## src/rtl/ehbf_pkg.sv

```systemverilog
`timescale 1ns / 1ps
`default_nettype none
package ehbf_pkg;

  localparam int COORD_W = 19;
  localparam int CNT_W   = 20;
  localparam int DIV_W   = 16;
  localparam int GAP_W   = 11;
  localparam int SQ_W    = 38;
  localparam int RAD_W   = 62;
  localparam int ROOT_W  = 31;
  localparam int REM_W   = 34;
  localparam int CX_W    = 34;
  localparam int ANG_W   = 26;
  localparam int BINW_W  = 14;
  localparam int MDEG_W  = 17;
  localparam int NUM_W   = 6;
  localparam int NBEAM_W = 7;
  localparam int STEP_W  = 5;
  localparam int CFG_IDX_W = 2;

  localparam int SQRT_STEPS   = 31;
  localparam int CORDIC_STEPS = 22;
  localparam int DIV_STEPS    = 20;

  localparam logic signed [ANG_W-1:0] ANG_LO = -26'sd3276800;
  localparam logic signed [ANG_W-1:0] ANG_HI = 26'sd2457600;
  localparam logic [CNT_W-1:0] CNT_MAX = 20'hFFFFF;

  localparam logic [CFG_IDX_W-1:0] CFG_MIN_POINTS = 2'd0;
  localparam logic [CFG_IDX_W-1:0] CFG_PEAK_FLOOR = 2'd1;
  localparam logic [CFG_IDX_W-1:0] CFG_PEAK_DIV   = 2'd2;
  localparam logic [CFG_IDX_W-1:0] CFG_MERGE_GAP  = 2'd3;

  typedef struct packed {
    logic load;
    logic mul;
    logic sum;
    logic sqrt_step;
    logic cord_init;
    logic cord_step;
    logic bin_calc;
    logic hist_rd;
    logic hist_inc;
    logic div_init;
    logic div_step;
    logic scan_start;
    logic scan_run;
    logic finish;
    logic [STEP_W-1:0] step;
  } cmd_t;

  typedef struct packed {
    logic adv;
    logic scan_done;
    logic frame_end;
  } sts_t;

  // atan(2^-i) in units of 1/81920 degree
  function automatic logic signed [ANG_W-1:0] atan_lut(input logic [STEP_W-1:0] i);
    logic signed [ANG_W-1:0] v;
    unique case (i)
      5'd0:  v = 26'sd3686400;
      5'd1:  v = 26'sd2176209;
      5'd2:  v = 26'sd1149849;
      5'd3:  v = 26'sd583681;
      5'd4:  v = 26'sd292973;
      5'd5:  v = 26'sd146629;
      5'd6:  v = 26'sd73333;
      5'd7:  v = 26'sd36669;
      5'd8:  v = 26'sd18335;
      5'd9:  v = 26'sd9167;
      5'd10: v = 26'sd4584;
      5'd11: v = 26'sd2292;
      5'd12: v = 26'sd1146;
      5'd13: v = 26'sd573;
      5'd14: v = 26'sd286;
      5'd15: v = 26'sd143;
      5'd16: v = 26'sd72;
      5'd17: v = 26'sd36;
      5'd18: v = 26'sd18;
      5'd19: v = 26'sd9;
      5'd20: v = 26'sd4;
      5'd21: v = 26'sd2;
      default: v = '0;
    endcase
    return v;
  endfunction

endpackage
`default_nettype wire

```

## src/rtl/ehbf_ctrl.sv

```systemverilog
`timescale 1ns / 1ps
`default_nettype none
module ehbf_ctrl (
  input  wire logic          clk,
  input  wire logic          rst,
  input  wire logic          in_valid,
  output logic               in_stall,
  input  wire ehbf_pkg::sts_t sts,
  output ehbf_pkg::cmd_t     cmd
);
  import ehbf_pkg::*;

  typedef enum logic [3:0] {
    S_IDLE, S_MUL, S_SUM, S_SQRT, S_CINIT, S_CORD, S_BIN, S_RD, S_INC,
    S_DINIT, S_DIV, S_THR, S_SCAN, S_FIN
  } state_t;

  state_t state, state_next;
  logic [STEP_W-1:0] step, step_next;

  assign in_stall = (state != S_IDLE);

  always_comb begin
    cmd = '0;
    cmd.step = step;
    state_next = state;
    step_next = step;
    unique case (state)
      S_IDLE: begin
        cmd.load = in_valid;
        if (in_valid) state_next = S_MUL;
      end
      S_MUL: begin
        cmd.mul = 1'b1;
        state_next = S_SUM;
      end
      S_SUM: begin
        cmd.sum = 1'b1;
        step_next = '0;
        state_next = S_SQRT;
      end
      S_SQRT: begin
        cmd.sqrt_step = 1'b1;
        if (step == STEP_W'(SQRT_STEPS - 1)) begin
          step_next = '0;
          state_next = S_CINIT;
        end else begin
          step_next = step + 1'b1;
        end
      end
      S_CINIT: begin
        cmd.cord_init = 1'b1;
        step_next = '0;
        state_next = S_CORD;
      end
      S_CORD: begin
        cmd.cord_step = 1'b1;
        if (step == STEP_W'(CORDIC_STEPS - 1)) begin
          step_next = '0;
          state_next = S_BIN;
        end else begin
          step_next = step + 1'b1;
        end
      end
      S_BIN: begin
        cmd.bin_calc = 1'b1;
        state_next = S_RD;
      end
      S_RD: begin
        cmd.hist_rd = 1'b1;
        state_next = S_INC;
      end
      S_INC: begin
        cmd.hist_inc = 1'b1;
        state_next = sts.frame_end ? S_DINIT : S_IDLE;
      end
      S_DINIT: begin
        cmd.div_init = 1'b1;
        step_next = '0;
        state_next = S_DIV;
      end
      S_DIV: begin
        cmd.div_step = 1'b1;
        if (step == STEP_W'(DIV_STEPS - 1)) begin
          step_next = '0;
          state_next = S_THR;
        end else begin
          step_next = step + 1'b1;
        end
      end
      S_THR: begin
        cmd.scan_start = 1'b1;
        state_next = S_SCAN;
      end
      S_SCAN: begin
        cmd.scan_run = 1'b1;
        if (sts.scan_done) state_next = S_FIN;
      end
      S_FIN: begin
        cmd.finish = 1'b1;
        if (sts.adv) state_next = S_IDLE;
      end
      default: state_next = S_IDLE;
    endcase
  end

  // reset lands in the scan so the histogram gets swept to zero
  always_ff @(posedge clk) begin
    if (rst) begin
      state <= S_SCAN;
      step <= '0;
    end else begin
      state <= state_next;
      step <= step_next;
    end
  end

endmodule
`default_nettype wire

```

## config.mk

```make
export PLATFORM = sky130hd
export DESIGN_NAME = ehbf_ctrl
export DESIGN_NICKNAME = d
export VERILOG_FILES = /design/src/rtl/ehbf_pkg.sv /design/src/rtl/ehbf_ctrl.sv
export SDC_FILE = /design/constraint.sdc
export NUM_CORES = 1
export LEC_CHECK = 0
export BUFFER_PORTS_ARGS = -buffer_cell sky130_fd_sc_hd__buf_2
export CORE_MARGIN = 3
export CORE_UTILIZATION = 44
export CTS_BUF_LIST = sky130_fd_sc_hd__clkbuf_16
export CTS_CLUSTER_SIZE = 14
export DETAILED_ROUTE_END_ITERATION = 6
export PLACE_DENSITY = 0.7
export SLEW_MARGIN = 20
export SYNTH_ARGS = -nofsm -noshare
export SYNTH_HDL_FRONTEND = slang
export SYNTH_SLANG_ARGS = --single-unit
```

## constraint.sdc

```tcl
create_clock -name clk -period 2.5 [get_ports clk]
set_input_delay 0.25 -clock clk [delete_from_list [all_inputs] [get_ports clk]]
set_output_delay 0.25 -clock clk [all_outputs]
set_load 0.02 [all_outputs]
```

---- Word level (Yosys, flattened, before mapping) ----
Index checks and enable logic that the tools add are counted.
operators by class
  equal/unequal tests ..................... 22
  add/sub/neg operators ................... 1
  multipliers ............................. 0
  divide/modulo/power cells ............... 0
  bitwise operators ....................... 0
  muxes and demuxes ....................... 26
  shifts and indexed selects .............. 0
  reduce and logical (&&, ||, !) cells .... 5
  order comparisons ....................... 0
operator list
  kind                                                                   count
  4-bit one-hot mux with 14 select lines                                 1
  4-bit 2-to-1 mux                                                       7
  4-bit equality test, second input constant                             6
  5-bit one-hot mux with 4 select lines                                  1
  4-bit by 3-bit equality test with 1-bit output, second input constant  4
  5-bit equality test, second input constant                             3
  5-bit 2-to-1 mux                                                       3
  1-bit 2-to-1 mux                                                       14
  2-bit != test, second input constant                                   6
  4-bit by 2-bit equality test with 1-bit output, second input constant  2
  4-bit nonzero test                                                     2
  6-bit AND reduction                                                    1
  5-bit by 1-bit adder with 5-bit output, second input constant          1
  4-bit by 1-bit equality test with 1-bit output, second input constant  1
  4-bit zero test                                                        1
  3-bit OR reduction                                                     1
word-level totals
  input bits .............................. 6
  bits in latches ......................... 0
  RAM bits ................................ 0
  register bits ........................... 9
  bits in read-only memories .............. 0
  memories ................................ 0
  output and inout bits ................... 20
  logic and storage cells ................. 56

---- Depth between registers and ports, before layout ----
  word-level depth ........................ 3
  mapped depth ............................ 7

---- Least setup slack after synthesis ----
Ideal clock, no wire load.
  kind .................................... reg-to-reg
  from .................................... reg state[2]
  to ...................................... reg step[1]
  stages on the path, launching flop included .. 7
  setup slack ............................. 561 ps
  path buffers ............................ 1
  clock period less this slack ............ 1939 ps
  arrival time ............................ 1860 ps
  cell sequence ........................... dfxtp_1 > buf_2 > nor4bb_2 > o22ai_2 > o2111ai_2 > o311ai_2 > a211oi_2
on the way
  longest elaborated chain between the ends .. 3
  elaborated cells on any way between the ends .. 9
  classes of those cells .................. eq/ne: 6; mux: 1; reduce/logical: 2
RTL lines
  element                                                                             RTL line          text
  from (decl)                                                                         ehbf_ctrl.sv:18   state_t state, state_next;
  from (signal assigned)                                                              ehbf_ctrl.sv:113  state <= state_next;
  4-bit equality test (tied with other cells)                                         ehbf_ctrl.sv:28   unique case (state)
  3-bit OR reduction (no source line)                                                 -
  5-bit one-hot mux with 4 select lines / 4-bit nonzero test (equally long branches)  -
  to (signal assigned)                                                                ehbf_ctrl.sv:114  step <= step_next;
  to (decl)                                                                           ehbf_ctrl.sv:19   logic [STEP_W-1:0] step, step_next;
Several ways; a longest one is shown, not always the timed one.
A chain may end at the register's enable or synchronous reset.

---- Final worst setup path ----
  from .................................... reg state[1]
  to ...................................... reg step[1]
The elaborated chain is that of the path after synthesis.

==> results.toml <==
[setup_path]
critPathSlowestCell = "nor4bb_2"
timing.reg2reg.setup_slack_ps = 550
r2r_end = "step[1]$_SDFFE_PP0P_"
cp_num_buf_inv = 0
endpoint = "step[1]$_SDFFE_PP0P_"
crit_cells = 5
critPathTopFamily = "compound AO/OA/AOI/OAI gates"
startpoint_type = "flip-flop"
worstSetupEndpointType = "flip-flop"
crit_required_ps = 2660
path_class = "reg2reg"
arrival_ps = 2110
path_cells = "nor4bb_2, o22ai_2, o2111ai_2, o311ai_2, a211oi_2"
worst_r2r_path_depth = 5
crit_path_start = "state[1]$_SDFFE_PP0P_"
slowest_delay_ps = 620
crit_fanout = 11
r2r_start = "state[1]$_SDFFE_PP0P_"

[power_and_ir_drop]
ir_worst_vdd_mv = 0.519
power_density_nw_per_um2 = 1120
leakagePower_nw = 0.470
finalPower_mw = 1.18

[timing]
final.setup.tns_ps = 0
slew_violations = 0
hold_viol_final = 0
setup_violations = 0
fin_crit_ps = 1950
rsz0062_at_grt = "false"
post-route-period-util = 0.780
setup_ws_ps = 551
relSlewSlack = 0.622
tightest_slew_ps = 558
hold_ws_ps = 226
clock_skew_ps = 1.99
max_freq_mhz = 513

[route]
vias = 806
avgViaCountPerCell = 5.37
ant_nets = 0
drc = 0
drt_wl_total_microns = 1830
wire_per_inst_microns = 12.2
drt_iter0_markers = 28
firstDrtPassIters = 4

[logic_synthesis]
syn-instance-count = 100
synth_commonest_cells = "11 x nor2_1, 9 x dfxtp_1, 9 x nor3_1, 7 x inv_1, 6 x nand2_1"
synth_cell_type_count = 44
ys_seq_area_frac = 0.218
yosysMostFrequentCell = "nor2_1"
synthTopCellsByArea = "dfxtp_1 22%, nor3_1 5.5%, nor2_1 5.0%"
ys_ff_latch = 9
synth_edf_count = 0
async_flop_share = 0
synth_top_area_share = 0.218
synth-main-ff-cell = "dfxtp_1"
mappedNetlistNets = 109
synth_top_area_cell = "dfxtp_1"
synth_area_sq_um = 826
syn_avg_cell_area_sq_um = 8.26
ys_warn_count = 0

[clock_network]
path_clk_slew_ps = 40
cts_resized = 0
clk_latency_ps = 230
cts_buffers = 3
cts.sinks = 9
cts_tree = "yes"
cts_hold_buffers = 0
clk_path_buf_depth = 2
cts_setup_buffers = 0
root_buffer = "clkbuf_16"
cts_max_level = 1

[floorplanning]
die_h_microns = 49.3
die-area_sq_um = 2430
die_x_microns = 49.3
core_area_sq_um = 1750
rows = 15
initial_core_util = 0.473
io_pins = 26

[finish]
drive_gt1_frac = 0.352
num_antenna_cells = 0
regArea_sq_um = 180
nets = 135
nFillCells = 165
final_cells = 150
area_growth_pct = 26.8
multi_input_area_sq_um = 576

[global_route]
grt_pass1_wl_microns = 3200
grt_max_degree = 16
grt.overflow.total = 0
antenna_found_initial = 0
grt_pass1_vias = 742
grt_usage = 0.171

[outcome]
status = "complete, no violations"

[placement]
place_hpwl_microns = 1440
place.gp.congestion = 0.885
dp.cells = 146
port_buffers = 25
post-place-ws_ps = 558

[job]
maxCapViolCount = 0

[hold_path]
hold_path_class = "in2reg"
[worst min path at each step]
stage,startpoint,to,slack (ps),cells past startpoint
after floorplan,rst,state[0]$_SDFFE_PP0P_,320,1
after global placement,rst,state[1]$_SDFFE_PP0P_,460,2
after detailed placement,rst,state[1]$_SDFFE_PP0P_,460,2
after CTS,rst,state[1]$_SDFFE_PP0P_,220,2
after global routing,rst,state[1]$_SDFFE_PP0P_,240,2
final,rst,state[1]$_SDFFE_PP0P_,230,2
[state kept, by name, indices dropped and copies added (netlist names)]
register	flops
state	4
step	5
[metrics by stage]
step | util | instance area [sq um]
2_1_floorplan | - | 826
3_3_place_gp | 0.555 | 968
3_5_place_dp | 0.555 | 968
4_1_cts | 0.600 | 1050
5_1_grt | 0.600 | 1050
6_report | 0.600 | 1050
[power by group]
part / switching [mW] / leakage, nW / internal, mW
logic: 0.356 / 0.355 / 0.278
registers: 0.0884 / 0.0735 / 0.177
clock network: 0.0673 / 0.0423 / 0.209
total: 0.512 / 0.470 / 0.664
[worst register-to-register path: cells and delay by family, from the launching register on]
| kind | cells | cell delay [ps] |
|---|---|---|
| flip-flops | 1 | 550 |
| AND/OR/NAND/NOR | 1 | 620 |
| AO/OA/AOI/OAI | 4 | 710 |
[metal layers]
layer / part of all wire / routed length (microns) / vias to the layer above / global-route usage
met5: 0 / 0 / - / 0
met4: 0.020 / 36 / 0 / 0.128
met3: 0.079 / 145 / 3 / 0.0306
met2: 0.41 / 752 / 34 / 0.239
met1: 0.49 / 900 / 354 / 0.231
li1: - / - / 415 / -
[final cells by class]
type                       count  area share
inverter                       7      0.0251
clock buffer                   3      0.0717
sequential                     9       0.172
timing repair buffer          29       0.148
multi-input combinational     76       0.550
clock inverter                 1     0.00358
tap                           25      0.0299
[layout by cell type (no fill, tap or decap), drive strengths merged, types with 3 or more instances in the layout]
cell | synthesis | final
a31oi | 3 | 3
a21oi | 5 | 5
xnor2 | 3 | 3
ha | 3 | 3
nor2 | 11 | 11
nor3 | 9 | 9
nor4bb | 3 | 3
nand2b | 4 | 4
nand2 | 6 | 6
buf | 5 | 29
o21ai | 3 | 3
inv | 7 | 8
dfxtp | 9 | 9
clkbuf | 3 | 3
nand4 | 3 | 3
[cells by family after synthesis]
group,share of synthesized area
and+or+nand+nor,0.317
AOI/OAI and AO/OA,0.255
buffers and inverters,0.0849
DFF,0.218
xor gates and xnor gates,0.0424
adders and majority gates,0.0576
muxes,0.0258
(Power assumes the default switching activity.)
